[src/cpoly_pkg.sv]
// ============================================================================
// cpoly_pkg
// Shared widths, fixed-point constants and the queue item type of the
// cosine polynomial block.
// ============================================================================
package cpoly_pkg;

    // external format
    localparam int FRAC_BITS = 16;
    localparam int IN_W      = 32;
    localparam int OUT_W     = FRAC_BITS + 2;

    // internal angle arithmetic carries 32 fraction bits
    localparam int IFRAC      = 32;
    localparam int RSHIFT     = IFRAC - FRAC_BITS;
    localparam int A_W        = IN_W + RSHIFT;
    localparam int Q_W        = 36;
    localparam int Q_HI       = Q_W - IFRAC;
    localparam int P_W        = Q_W + 1;
    localparam int R_W        = P_W - RSHIFT;

    // a mod 2*pi: floor(mag * RCP_TWO_PI / 2^32), RCP_TWO_PI = floor(2^48 / 2*pi in Q.32),
    // is the quotient or one below it for mag <= 2^31; one conditional subtract finishes
    localparam int              MOD_STAGES = 4;
    localparam int              QT_W       = 14;
    localparam int              QE_W       = IN_W + QT_W;
    localparam int              RCP_TP_SH  = 32;
    localparam logic [QT_W-1:0] RCP_TWO_PI = 14'd10430;
    localparam int NEG_DLY     = 8;
    localparam int BACK_STAGES = MOD_STAGES + 12;

    localparam logic [Q_W-1:0] Q_ONE     = 36'h100000000;
    localparam logic [Q_W-1:0] Q_TWO_PI  = 36'h6487ED511;
    localparam logic [Q_W-1:0] Q_PI      = 36'h3243F6A89;
    localparam logic [Q_W-1:0] Q_HALF_PI = 36'h1921FB544;

    // exact reciprocals: x/3 for x < 2^32, x/45 for x < 2^32
    localparam logic [31:0] RCP3     = 32'hAAAAAAAB;
    localparam int          RCP3_SH  = 33;
    localparam logic [32:0] RCP45    = 33'h16C16C16D;
    localparam int          RCP45_SH = 38;
    localparam int          Q24_W    = 64 - RCP3_SH;
    localparam int          Q720_W   = 65 - RCP45_SH;

    localparam logic signed [P_W-1:0]   RND_HALF = P_W'(1) <<< (RSHIFT - 1);
    localparam logic signed [R_W-1:0]   SAT_POS  = R_W'(1) <<< FRAC_BITS;
    localparam logic signed [R_W-1:0]   SAT_NEG  = -SAT_POS;
    localparam logic signed [OUT_W-1:0] OUT_LIM  = OUT_W'(1) <<< FRAC_BITS;

    typedef struct packed {
        logic [A_W-1:0] a;
        logic           reduce;
    } cpoly_item_t;

endpackage

[src/cpoly_fifo.sv]
// ============================================================================
// cpoly_fifo
// Two-entry queue between front and back; head always sits in slot 0.
// ============================================================================
module cpoly_fifo
(
    input  logic                    clk,
    input  logic                    rst_n,
    input  logic                    push,
    input  cpoly_pkg::cpoly_item_t  push_item,
    output logic                    full,
    input  logic                    pop,
    output logic                    q_valid,
    output cpoly_pkg::cpoly_item_t  q_item
);
    import cpoly_pkg::*;

    logic [1:0]  cnt_reg;
    logic [1:0]  cnt_next;
    logic [1:0]  wr_pos;
    cpoly_item_t slot0_reg;
    cpoly_item_t slot0_next;
    cpoly_item_t slot1_reg;
    cpoly_item_t slot1_next;

    assign full    = cnt_reg == 2'd2;
    assign q_valid = cnt_reg != 2'd0;
    assign q_item  = slot0_reg;

    always_comb
    begin
        slot0_next = slot0_reg;
        slot1_next = slot1_reg;
        wr_pos     = cnt_reg - {1'b0, pop};
        if (pop)
        begin
            slot0_next = slot1_reg;
        end
        if (push)
        begin
            if (wr_pos == 2'd0)
            begin
                slot0_next = push_item;
            end
            else
            begin
                slot1_next = push_item;
            end
        end
        cnt_next = cnt_reg + {1'b0, push} - {1'b0, pop};
    end

    always_ff @(posedge clk or negedge rst_n)
    begin
        if (!rst_n)
        begin
            cnt_reg <= 2'd0;
        end
        else
        begin
            cnt_reg <= cnt_next;
        end
    end

    always_ff @(posedge clk)
    begin
        slot0_reg <= slot0_next;
        slot1_reg <= slot1_next;
    end

    a_no_push_full: assert property (@(posedge clk) disable iff (!rst_n)
        push |-> !full)
        else $error("push into full queue");

    a_no_pop_empty: assert property (@(posedge clk) disable iff (!rst_n)
        pop |-> cnt_reg != 2'd0)
        else $error("pop from empty queue");

    a_cnt_range: assert property (@(posedge clk) disable iff (!rst_n)
        cnt_reg != 2'd3)
        else $error("queue count out of range");

endmodule

[config.mk]
export PLATFORM = sky130hd
export DESIGN_NAME = cpoly_fifo
export DESIGN_NICKNAME = d
export VERILOG_FILES = /design/src/cpoly_pkg.sv /design/src/cpoly_fifo.sv
export SDC_FILE = /design/constraint.sdc
export NUM_CORES = 1
export LEC_CHECK = 0
export CAP_MARGIN = 10
export CORE_UTILIZATION = 35
export CTS_CLUSTER_SIZE = 24
export DETAILED_ROUTE_END_ITERATION = 8
export DONT_BUFFER_PORTS = 1
export PLACE_DENSITY = 0.49
export SLEW_MARGIN = 20
export SYNTH_ARGS = -nofsm -noshare
export SYNTH_HDL_FRONTEND = slang
export SYNTH_SLANG_ARGS = --single-unit
[constraint.sdc]
create_clock -name clk -period 2.5 [get_ports clk]
set_input_delay 0.125 -clock clk [delete_from_list [all_inputs] [get_ports clk]]
set_output_delay 0.125 -clock clk [all_outputs]
set_load 0.02 [all_outputs]
==> flow_summary.ini <==
[outcome]
status = completed

[route]
viasPerCell = 4.66
drtPass1Iterations = 3
drcViolationCount = 0
ant_nets = 0
avgRoutedWirePerCell_um = 15.8
drt-initial-drc-count = 38
routed_wl_um = 6560
vias = 1934

[cells_and_area]
final_cells = 415
drive_gt1_share_pct = 38.7
post-route-util_pct = 44.5
final_common_cell = mux2_2
seq_area_mm2 = 0.00250
syn2layout_area_growth_pct = 22.6
insertedDiodeCount = 0
multiInputGateArea_mm2 = 0.00119
final_nets = 330
n_fill_cell = 962
final_cell_mix = 88 x mux2_2, 52 x dlygate4sd3_1, 49 x dfxtp_1, 49 x edfxtp_1, 10 x mux2_1

[clock_network]
htreeDepth = 3
cts_buffer_depth = 2
ctsHoldBuffers = 52
cts.sinks = 100
cts-buffers-inserted = 9
tritoncts = built
cts_resized = 0
post_cts_buffers = 0
clk_pin_slew_ns = 0.10
clockRootBuffer = clkbuf_8
clk_latency_ns = 0.35

[pwr]
p_leak_nw = 1.68
ir_drop_v = 0.000730
combinationalPowerShare_pct = 20.6
power_density_mw_per_mm2 = 1090
intPower_w = 0.00340
sw_frac_of_total_pct = 32.6
p_clk_share_pct = 19.4
p_sw_w = 0.00164
seqPwrFrac_pct = 59.9
power_w = 0.00503

[worst_setup_path]
critPathSlowestCell = dfrtp_1
slowest_delay_ns = 0.38
path_class = reg2reg
crit_arrival_ns = 1.96
worstSetupEndpointType = register
reg2reg_slack_ns = 0.76
r2r-start = cnt_reg[0]$_DFF_PN0_
path_cells = inv_1 > ha_1 > nand3b_4 > buf_4 > mux2_2
cp_data_required_time_ns = 2.73
endpoint = q_item[24]$_DFF_P_
crit_start = cnt_reg[0]$_DFF_PN0_
startpoint_type = register
cp_max_fo = 14
reg2reg_depth = 5
r2r_end = q_item[24]$_DFF_P_

[die]
dieWidth_um = 106
io_pins = 104
core_mm2 = 0.0104
rows = 37
die_area_mm2 = 0.0112
die_h_um = 106
start_util_pct = 36.3

[yosys]
yosysWarnings = 0
synthesis.area_mm2 = 0.00376
syn_nets = 273
yosysSeqAreaShare_pct = 66.5
synth.avg_cell_area_um2 = 17.3
yosysTopAreaCellShare_pct = 39.1
syn_inst = 218
yosysTopAreaCell = edfxtp_1
ys_top_cells_by_area = edfxtp_1 39%, mux2_2 26%, dfxtp_1 26%
synth_cell_types = 15
ys_ff_latch = 100

[placement]
dp.cells = 348
routabilityCongestion = 0.654
port_buffers = 0

[timing]
fin_skew_ns = 0.0138
setup_viol = 0
tightest_slew_ns = 0.408
period_minus_slack_ns = 1.74
max-slew-margin-rel_pct = 72.8
maxSlewViolCount = 0
tns_ns = 0
rsz0062_at_grt = false
fmax_ghz = 0.576
hold_viol = 0
finalCritPeriodShare_pct = 69.4

[grt]
grt_max_degree = 51
grt_pass1_vias = 2002
grt_use_total_pct = 12.0
grt_overflow = 0
antenna_found_initial = 0
grt_pass1_wl_um = 10200

[worst_hold_path]
hold_class = in2reg

[flow_run]
drv_cap = 0
worst min path at each step:
stage,from,depth (start not counted),to
after floorplan,rst_n,0,cnt_reg[0]$_DFF_PN0_
after global placement,rst_n,0,cnt_reg[0]$_DFF_PN0_
after detailed placement,rst_n,0,cnt_reg[1]$_DFF_PN0_
after CTS,pop,2,cnt_reg[1]$_DFF_PN0_
after global routing,pop,2,cnt_reg[1]$_DFF_PN0_
final,pop,2,cnt_reg[1]$_DFF_PN0_
cell usage after synthesis, drive strengths merged:
master,count
buf,10
nand3b,1
ha,2
o21a,1
xnor2,2
inv,2
mux2,98
nor2b,1
edfxtp,49
or2,1
dfxtp,49
dfrtp,2
critical path: cells and delay by family (launching register included):
family / cells / cell delay, ns
AND/OR/NAND/NOR: 1 / 0.24
adder cells (fa/ha/maj): 1 / 0.31
flip-flops: 1 / 0.38
buffers and inverters: 2 / 0.32
multiplexers: 1 / 0.36
power by group through the flow:
stage	logic, W	clock network [W]	registers (W)
final	0.00104	0.000978	0.00302
after CTS	0.00106	0.00103	0.00304
after floorplan	0.000839	0	0.00297
after global placement	0.000962	0	0.00306
after global routing	0.00114	0.00109	0.00308
after detailed placement	0.000980	0	0.00308
per-layer routing:
layer  part of all wire, %  track usage [%]
met1                    44             14.5
met2                    47             19.1
met3                   8.4             5.38
met4                  0.87             3.87
met5                     0                0
final cells by class:
cell class | count | area share, %
repair buffers | 56 | 12.2
clock buffers | 11 | 2.85
flip-flops and latches | 100 | 54.2
clock inverters | 4 | 1.14
well taps | 136 | 3.69
multi-input cells | 106 | 25.7
inverters | 2 | 0.163
metrics by stage:
step                      hold WS [ns]  area, um^2  setup WS (ns)
after floorplan                 -0.171        3760          0.161
after global placement          -0.171        3910          0.803
after detailed placement        -0.171        3910          0.787
after CTS                       0.0168        4610          0.747
after global routing           0.00766        4610          0.675
final                           0.0499        4610          0.764
cell families after synthesis:
family	after synthesis	synth area share (%)
XOR/XNOR	2	0.466
AO/OA/AOI/OAI	1	0.200
flip-flops	100	66.5
adder cells (fa/ha/maj)	2	0.665
multiplexers	98	29.3
buffers and inverters	12	1.99
AND/OR/NAND/NOR	3	0.865
No activity file was read; power rests on OpenSTA's default activity.
