--- src/cpoly_pkg.sv ---
// ============================================================================
// cpoly_pkg
// Shared widths, fixed-point constants and the queue item type of the
// cosine polynomial block.
// ============================================================================
package cpoly_pkg;

    // external format
    localparam int FRAC_BITS = 16;
    localparam int IN_W      = 32;
    localparam int OUT_W     = FRAC_BITS + 2;

    // internal angle arithmetic carries 32 fraction bits
    localparam int IFRAC      = 32;
    localparam int RSHIFT     = IFRAC - FRAC_BITS;
    localparam int A_W        = IN_W + RSHIFT;
    localparam int Q_W        = 36;
    localparam int Q_HI       = Q_W - IFRAC;
    localparam int P_W        = Q_W + 1;
    localparam int R_W        = P_W - RSHIFT;

    // a mod 2*pi: floor(mag * RCP_TWO_PI / 2^32), RCP_TWO_PI = floor(2^48 / 2*pi in Q.32),
    // is the quotient or one below it for mag <= 2^31; one conditional subtract finishes
    localparam int              MOD_STAGES = 4;
    localparam int              QT_W       = 14;
    localparam int              QE_W       = IN_W + QT_W;
    localparam int              RCP_TP_SH  = 32;
    localparam logic [QT_W-1:0] RCP_TWO_PI = 14'd10430;
    localparam int NEG_DLY     = 8;
    localparam int BACK_STAGES = MOD_STAGES + 12;

    localparam logic [Q_W-1:0] Q_ONE     = 36'h100000000;
    localparam logic [Q_W-1:0] Q_TWO_PI  = 36'h6487ED511;
    localparam logic [Q_W-1:0] Q_PI      = 36'h3243F6A89;
    localparam logic [Q_W-1:0] Q_HALF_PI = 36'h1921FB544;

    // exact reciprocals: x/3 for x < 2^32, x/45 for x < 2^32
    localparam logic [31:0] RCP3     = 32'hAAAAAAAB;
    localparam int          RCP3_SH  = 33;
    localparam logic [32:0] RCP45    = 33'h16C16C16D;
    localparam int          RCP45_SH = 38;
    localparam int          Q24_W    = 64 - RCP3_SH;
    localparam int          Q720_W   = 65 - RCP45_SH;

    localparam logic signed [P_W-1:0]   RND_HALF = P_W'(1) <<< (RSHIFT - 1);
    localparam logic signed [R_W-1:0]   SAT_POS  = R_W'(1) <<< FRAC_BITS;
    localparam logic signed [R_W-1:0]   SAT_NEG  = -SAT_POS;
    localparam logic signed [OUT_W-1:0] OUT_LIM  = OUT_W'(1) <<< FRAC_BITS;

    typedef struct packed {
        logic [A_W-1:0] a;
        logic           reduce;
    } cpoly_item_t;

endpackage

--- src/cpoly_front.sv ---
// ============================================================================
// cpoly_front
// Input register: takes the angle magnitude into Q.32 and flags items that
// need reduction modulo 2*pi.
// ============================================================================
module cpoly_front
(
    input  logic                                clk,
    input  logic                                rst_n,
    input  logic                                angle_valid,
    output logic                                angle_ready,
    input  logic signed [cpoly_pkg::IN_W-1:0]   angle,
    input  logic                                q_full,
    output logic                                push,
    output cpoly_pkg::cpoly_item_t              push_item
);
    import cpoly_pkg::*;

    logic           valid_reg;
    logic           valid_next;
    cpoly_item_t    item_reg;
    cpoly_item_t    item_next;
    logic [IN_W-1:0] ang_u;
    logic [IN_W-1:0] mag;

    always_comb
    begin
        ang_u = angle;
        // most negative angle maps to 2^31, still exact unsigned
        mag = ang_u[IN_W-1] ? (~ang_u + 1'b1) : ang_u;
        item_next.a      = {mag, {RSHIFT{1'b0}}};
        item_next.reduce = item_next.a > A_W'(Q_TWO_PI);
    end

    assign angle_ready = !valid_reg || !q_full;
    assign valid_next  = angle_ready ? angle_valid : valid_reg;
    assign push        = valid_reg && !q_full;
    assign push_item   = item_reg;

    always_ff @(posedge clk or negedge rst_n)
    begin
        if (!rst_n)
        begin
            valid_reg <= 1'b0;
        end
        else
        begin
            valid_reg <= valid_next;
        end
    end

    always_ff @(posedge clk)
    begin
        if (angle_ready && angle_valid)
        begin
            item_reg <= item_next;
        end
    end

endmodule

--- config.mk ---
export PLATFORM = sky130hd
export DESIGN_NAME = cpoly_front
export DESIGN_NICKNAME = d
export VERILOG_FILES = /design/src/cpoly_pkg.sv /design/src/cpoly_front.sv
export SDC_FILE = /design/constraint.sdc
export NUM_CORES = 1
export LEC_CHECK = 0
export CELL_PAD_IN_SITES_DETAIL_PLACEMENT = 1
export CELL_PAD_IN_SITES_GLOBAL_PLACEMENT = 2
export CORE_AREA = 3 3 74 76
export CTS_BUF_LIST = sky130_fd_sc_hd__clkbuf_8
export DETAILED_ROUTE_END_ITERATION = 8
export DIE_AREA = 0 0 77 79
export DONT_BUFFER_PORTS = 1
export PLACE_DENSITY = 0.89
export RECOVER_POWER = 100
export SYNTH_ARGS = -nofsm -noshare
export SYNTH_HDL_FRONTEND = slang
export SYNTH_SLANG_ARGS = --single-unit
--- constraint.sdc ---
create_clock -name clk -period 5.1 [get_ports clk]
set_input_delay 0.51 -clock clk [delete_from_list [all_inputs] [get_ports clk]]
set_output_delay 0.51 -clock clk [all_outputs]
set_load 0.1 [all_outputs]
==> metrics.md, run 1 <==
| Metric | Value |
|---|---|
| Status | `finished, violations left` |
| Failing checks | `max-capacitance violations, max-slew violations` |
| Final Instance Count excl. Fillers | `between 200 and 300` |
| Number of flops mapped to enable cells by yosys | `33` |
| Final net count | `222` |
| Vias per cell | `between 5 and 6` |
| R2R Path Start | `valid_reg$_DFFE_PN0N_` |
| Mapped Cells | `185` |
| Vias in the first global route | `1543` |
| WHS Endpoint | `push_item[17]$_DFFE_PP_` |
| Core Box Area | `~0.0048 mm²` |
| First-pass GRT wire length | `just under 8000 µm` |
| HPWL Detailed | `between 3000 and 4000 µm` |
| CP Max Fanout | `6` |
| CP max stage cell | `or4b_2` |
| #FFs+latches synth | `34` |
| Skew final | `roughly 0.0083 ns` |
| Post-synthesis area per instance | `roughly 11 µm²` |
| Final Wtd Congestion | `between 0.8 and 0.9` |
| Leak | `approximately 0.7 nW` |
| Min Hold Slack | `~0.32 ns` |
| Max Root-Sink Buffers | `2` |
| Critical Path AT | `roughly 3.1 ns` |
| CTS sink cnt | `34` |
| CP required | `5.12 ns` |
| Crit path largest cell delay | `about 0.58 ns` |
| Post-route antenna net violation count | `0` |
| Row count | `25` |
| Place WS | `between 1.5 and 2 ns` |
| Post-route minimum period | `3.10 ns` |
| Setup CP Type | `input port to flop` |
| Setup violations, final | `0` |
| Fmax | `about 0.32 GHz` |
| Drt drc | `0` |
| H-tree lvl count | `2` |
| CTS buffer count | `5` |
| Final Hold Vio Count | `0` |
| Tot GR Track Use | `0.164` |
| R2R setup slack | `approximately 2.1 ns` |
| CTS tree | `done` |
| Initial Utilization | `0.436` |
| Mapped cell area | `0.00209 mm²` |
| Setup TNS | `0 ns` |
| Post-CTS Resized | `0` |
| Max-slew violations | `35` |
| Die height | `roughly 80 µm` |
| VDD IR max | `152 µV` |
| Share of cells above drive strength 1 | `0.0538` |
| RSZ-0062 raised after global routing | `false` |
| Crit-path leading delay family | `simple AND/OR/NAND/NOR gates` |
| Crit-path cells | `inv_1 -> ha_1 -> or4b_2 -> or4_1 -> or4_1 -> mux2i_1 -> o22ai_1 -> and4bb_1 -> o21ai_0` |
| Worst setup EP type | `flop` |
| Avg WL per Cell | `19.9 µm` |
| Via Count | `roughly 1.5k` |
| Initial DRC count | `76` |
| Ports | `between 80 and 90` |
| Slew @ Worst Pin | `1.85 ns` |
| Hold path cells | `0` |
| Worst-Skew Late Latency | `between 0.2 and 0.3 ns` |
| Number of unique standard cell types used by synthesis | `45` |
| Most frequent CP cell | `or4_1` |
| Reg2reg end | `push_item[32]$_DFFE_PP_` |
| Max FFs per register | `33` |
| Drt total wl | `between 5000 and 6000 µm` |
| Main synth FF type | `edfxtp_1` |
| Largest net degree at the start of global routing | `41` |
| Yosys warning count | `0` |
| Hold_sp | `angle[0]` |
| Initial antenna violation count | `0` |
| Reg clk slew, reported paths | `~0.07 ns` |
| Buffers added on ports | `0` |
| Power Density | `between 300 and 400 mW/mm²` |
| Final Cycle Share | `0.608` |
| Full die area | `between 0.006 and 0.007 mm²` |
| First-pass DRT Iterations | `5` |
| Final worst slack | `~2 ns` |
| Asr flop ratio synth | `0.0294` |
| Area Growth Syn to Fin | `4.38%` |
| Clock root buffer | `clkbuf_8` |
| WP buf/inv | `1` |
| Hold crit path type | `input port to flop` |
| Worst setup SP type | `input port` |
| Dpl cells | `approximately 240` |
| Diode count | `0` |
| Seq/Total Area, Yosys | `0.487` |
| Die X | `between 70 and 80 µm` |
| Max Cap Viol | `2` |
| Reg2reg path depth | `3` |
| Final Util | `0.455` |
| Slew headroom | `-0.236` |
| GR Overflow Total | `0` |
-- routing by layer --
layer | up-vias | wire length, µm | global-route usage
met5 | - | 0 | 0
met4 | 0 | 63 | 0.0676
met3 | 6 | 309 | 0.0533
met2 | 59 | 2620 | 0.297
met1 | 716 | 2030 | 0.176
li1 | 670 | - | -
-- how the worst max path moves through the flow --
stage | slack [ns] | from | end | depth (start not counted)
after CTS | 2.15 | angle[0] | push_item[0]$_DFFE_PP_ | 9
after detailed placement | 1.86 | angle[0] | push_item[0]$_DFFE_PP_ | 9
after global routing | 1.85 | valid_reg$_DFFE_PN0N_ | push_item[33]$_DFFE_PP_ | 3
after global placement | 1.95 | angle[1] | push_item[0]$_DFFE_PP_ | 9
final | 2.00 | angle[0] | push_item[0]$_DFFE_PP_ | 9
after floorplan | 2.05 | angle[1] | push_item[0]$_DFFE_PP_ | 9
-- layout make-up --
cell class                      instances  area, µm²
Clock inverter                          3       41.3
Sequential cell                        34       1020
Inverter                                6       22.5
Tap cell                               67       83.8
Clock buffer                            5       68.8
Timing Repair Buffer                    2       13.8
Fill cell                             533       2610
Multi-Input combinational cell        136        932
-- through the flow --
step | instance area [µm²] | power [mW]
detailed placement | 2090 | 0.601
floorplan | 2140 | 0.599
global route | 2180 | 0.869
CTS | 2210 | 0.847
global placement | 2090 | 0.597
finish | 2180 | 0.839
-- power by group --
part | switching, mW | internal [mW]
sequential | 0.137 | 0.335
combinational | 0.0944 | 0.0285
clock | 0.0996 | 0.144
total | 0.331 | 0.508
-- cells in the mapped netlist (4+ instances only) --
library cell | n | area, µm²
nand2_1 | 8 | 30.0
edfxtp_1 | 33 | 991
inv_1 | 6 | 22.5
buf_4 | 16 | 120
xor2_1 | 4 | 35.0
clkbuf_1 | 6 | 22.5
o41ai_1 | 7 | 61.3
or4_1 | 4 | 30.0
o21ai_0 | 10 | 50.1
xnor2_1 | 25 | 219
o31ai_1 | 11 | 82.6
or3_1 | 11 | 68.8
-- logic make-up after synthesis --
logic type / count (synthesis) / synth area share
and+or+nand+nor: 51 / 0.162
AOI/OAI and AO/OA: 37 / 0.128
DFF: 34 / 0.487
buffers and inverters: 30 / 0.0833
xor gates and xnor gates: 29 / 0.122
muxes: 2 / 0.00959
adders and majority gates: 1 / 0.00599
other: 1 / 0.00180
-- cells in the final DEF (no fill, tap or decap), types with 2 or more instances in the layout --
cell type,netlist,layout
inv_1,6,7
xor2_1,4,4
nand2_1,8,8
o31ai_1,11,11
nand2b_1,3,3
nor3_1,3,3
o21ai_0,10,11
xnor2_1,25,25
nor4_1,2,2
conb_1,1,16
nand4b_1,2,2
nor2_1,3,3
mux2i_1,2,2
clkbuf_8,0,5
edfxtp_1,33,33
or3_1,11,11
or4_1,4,6
o41ai_1,7,8
-- what timing repair did --
action,4_1_cts,5_1_grt
setup buffers,0,0
hold endpoints to repair,1,0
hold buffers,1,0
(Power assumes the default switching activity.)
==> run 2: changes to the inputs <==
--- a/config.mk
+++ b/config.mk
@@ -7,12 +7,12 @@
 export LEC_CHECK = 0
 export CELL_PAD_IN_SITES_DETAIL_PLACEMENT = 1
 export CELL_PAD_IN_SITES_GLOBAL_PLACEMENT = 2
-export CORE_AREA = 3 3 74 76
+export CORE_AREA = 3 3 81 83
 export CTS_BUF_LIST = sky130_fd_sc_hd__clkbuf_8
 export DETAILED_ROUTE_END_ITERATION = 8
-export DIE_AREA = 0 0 77 79
+export DIE_AREA = 0 0 84 86
 export DONT_BUFFER_PORTS = 1
-export PLACE_DENSITY = 0.89
+export PLACE_DENSITY = 0.79
 export RECOVER_POWER = 100
 export SYNTH_ARGS = -nofsm -noshare
 export SYNTH_HDL_FRONTEND = slang
==> constraint.sdc (replaced) <==
create_clock -name clk -period 2.5 [get_ports clk]
set_input_delay 0.25 -clock clk [delete_from_list [all_inputs] [get_ports clk]]
set_output_delay 0.25 -clock clk [all_outputs]
set_load 0.1 [all_outputs]
==> run 2 against run 1 <==
Effect of this change:
- the run now ends clean
- global-route usage shrank 1.7 points
- first-iteration DRC count up 5.3%
- design area is 10% higher
- core utilization decreased by 5.0 points
- clock skew is 0.0028 ns lower
- wire length increased by 3.0%
- highest routed layer unchanged
- final cell count increased by 12%
- combinational power grew 130%
- largest power group unchanged
- sequential cell count stayed put
==> metrics.md, run 2 (synthesis gave the netlist of run 1 again) <==
| Metric | Value |
|---|---|
| Status | `finished, final reports clean` |
| Area Growth Syn to Fin | `15.0%` |
| Initial antenna violation count | `0` |
| Core Box Area | `0.00592 mm²` |
| Final Cycle Share | `0.979` |
| Final Instance Count excl. Fillers | `between 200 and 300` |
| Leak | `0.800 nW` |
| Vias per cell | `roughly 5.4` |
| R2R setup slack | `approximately 0.88 ns` |
| First-pass DRT Iterations | `4` |
| Place WS | `-0.335 ns` |
| Largest net degree at the start of global routing | `41` |
| Slew @ Worst Pin | `roughly 1.2 ns` |
| R2R Path Start | `valid_reg$_DFFE_PN0N_` |
| Fillcell total | `668` |
| Tot GR Track Use | `0.147` |
| Post-route minimum period | `around 2.4 ns` |
| Row count | `28` |
| GR Overflow Total | `0` |
| Ports | `slightly below 90` |
| HPWL Detailed | `roughly 4000 µm` |
| Hold path cells | `0` |
| Slew headroom | `0.194` |
| Avg WL per Cell | `approximately 18 µm` |
| Skew final | `0.00554 ns` |
| Reg2reg path depth | `3` |
| Worst-Skew Late Latency | `about 0.29 ns` |
| First-pass GRT wire length | `about 8300 µm` |
| Initial Utilization | `0.352` |
| Fmax | `approximately 0.4 GHz` |
| Most frequent cells in the layout | `33 x edfxtp_1, 25 x xnor2_1, 19 x buf_4` |
| Hold crit path type | `input port to flop` |
| Power Density | `between 600 and 700 mW/mm²` |
| # Post-CTS Setup Buffers | `0` |
| Initial DRC count | `80` |
| Buffers added on ports | `0` |
| H-tree lvl count | `2` |
| Dpl cells | `between 200 and 300` |
| Drt total wl | `a little over 5000 µm` |
| Setup CP Type | `input port to flop` |
| Worst setup path start | `angle[1]` |
| Full die area | `0.00722 mm²` |
| Max Cap Viol | `0` |
| Critical Path AT | `about 2.5 ns` |
| Reg2reg end | `push_item[23]$_DFFE_PP_` |
| Final net count | `245` |
| Register Area | `0.00102 mm²` |
| CTS tree | `done` |
| Multi-input gate area | `998 µm²` |
| Final Util | `0.406` |
| WHS Endpoint | `push_item[17]$_DFFE_PP_` |
| Final worst slack | `about 0.054 ns` |
| Hold_sp | `angle[0]` |
| Max FFs per register | `33` |
| Commonest non-fill, non-tap cell in the layout | `edfxtp_1` |
| RSZ-0062 raised after global routing | `true` |
| CTS buffer count | `5` |
| Max Root-Sink Buffers | `2` |
| CP Max Fanout | `4` |
| Vias in the first global route | `1599` |
| Diode count | `0` |
| Setup violations, final | `0` |
| Worst setup SP type | `input port` |
| Die height | `around 86 µm` |
| Setup TNS | `0 ns` |
| Final Hold Vio Count | `0` |
| Share of cells above drive strength 1 | `0.201` |
| Die X | `roughly 84 µm` |
| Max-slew violations | `0` |
| VDD IR max | `between 200 and 300 µV` |
| Drt drc | `0` |
| Clock root buffer | `clkbuf_8` |
| Via Count | `around 1.5k` |
| Final Wtd Congestion | `0.758` |
| Reg clk slew, reported paths | `approximately 0.070 ns` |
| CP required | `around 2.5 ns` |
| Min Hold Slack | `around 0.059 ns` |
| Worst setup EP type | `flop` |
| Post-route antenna net violation count | `0` |
| CTS sink cnt | `34` |
run 2: cell types whose count changed in the layout (fill, tap and decap cells not counted), sizes merged:
| cell | previous run | this run |
|---|---|---|
| buf | 0 | 19 |
| bufinv | 1 | 0 |
| clkbuf | 6 | 10 |
| clkinv | 0 | 2 |
| clkinvlp | 1 | 0 |
run 2: routing by layer:
metal	share of wire	up-vias	wire length (µm)	track usage
met5	0	-	0	0
li1	-	722	-	-
met3	0.096	7	496	0.0615
met4	0.014	0	70	0.0570
met1	0.37	744	1900	0.149
met2	0.52	60	2700	0.268
run 2: worst max-delay path by stage:
stage / to / slack [ns] / cells past startpoint
after floorplan: push_item[0]$_DFFE_PP_ / -0.24 / 9
after global placement: push_item[0]$_DFFE_PP_ / -0.29 / 7
after detailed placement: push_item[0]$_DFFE_PP_ / -0.34 / 7
after CTS: push_item[0]$_DFFE_PP_ / 0.008 / 7
after global routing: push_item[0]$_DFFE_PP_ / -0.03 / 9
final: push_item[0]$_DFFE_PP_ / 0.05 / 9
run 2: critical path, stage by stage:
cell      delay (ns)
inv_12          0.03
ha_4            0.11
or4b_4          0.44
or4_4           0.54
or4_4           0.52
mux2i_1         0.16
o22ai_1         0.09
and4bb_1        0.26
o21ai_1         0.07
run 2: through the flow:
stage               area [µm²]  power [mW]
floorplan                 2180        1.22
global placement          2310        1.25
detailed placement        2310        1.26
CTS                       2410        1.66
global route              2400        1.70
finish                    2400        1.64
run 2: what timing repair did:
| action | CTS | global route |
|---|---|---|
| setup endpoints to repair | 1 | 1 |
| pin swaps | 2 | 3 |
| hold buffers | 1 | 0 |
| hold endpoints to repair | 1 | 0 |
| resized for setup | 2 | 1 |
run 2: area by class of cell:
| type | instances | area share |
|---|---|---|
| timing repair buffer | 25 | 0.0719 |
| inverter | 6 | 0.0156 |
| sequential | 34 | 0.423 |
| clock buffer | 5 | 0.0287 |
| multi-input combinational | 136 | 0.416 |
| tap | 75 | 0.0391 |
| clock inverter | 3 | 0.00573 |
run 2: report_power, final:
| group | internal, mW | switching [mW] | total [mW] |
|---|---|---|---|
| combinational | 0.0842 | 0.198 | 0.282 |
| sequential | 0.683 | 0.280 | 0.963 |
| clock | 0.189 | 0.202 | 0.391 |
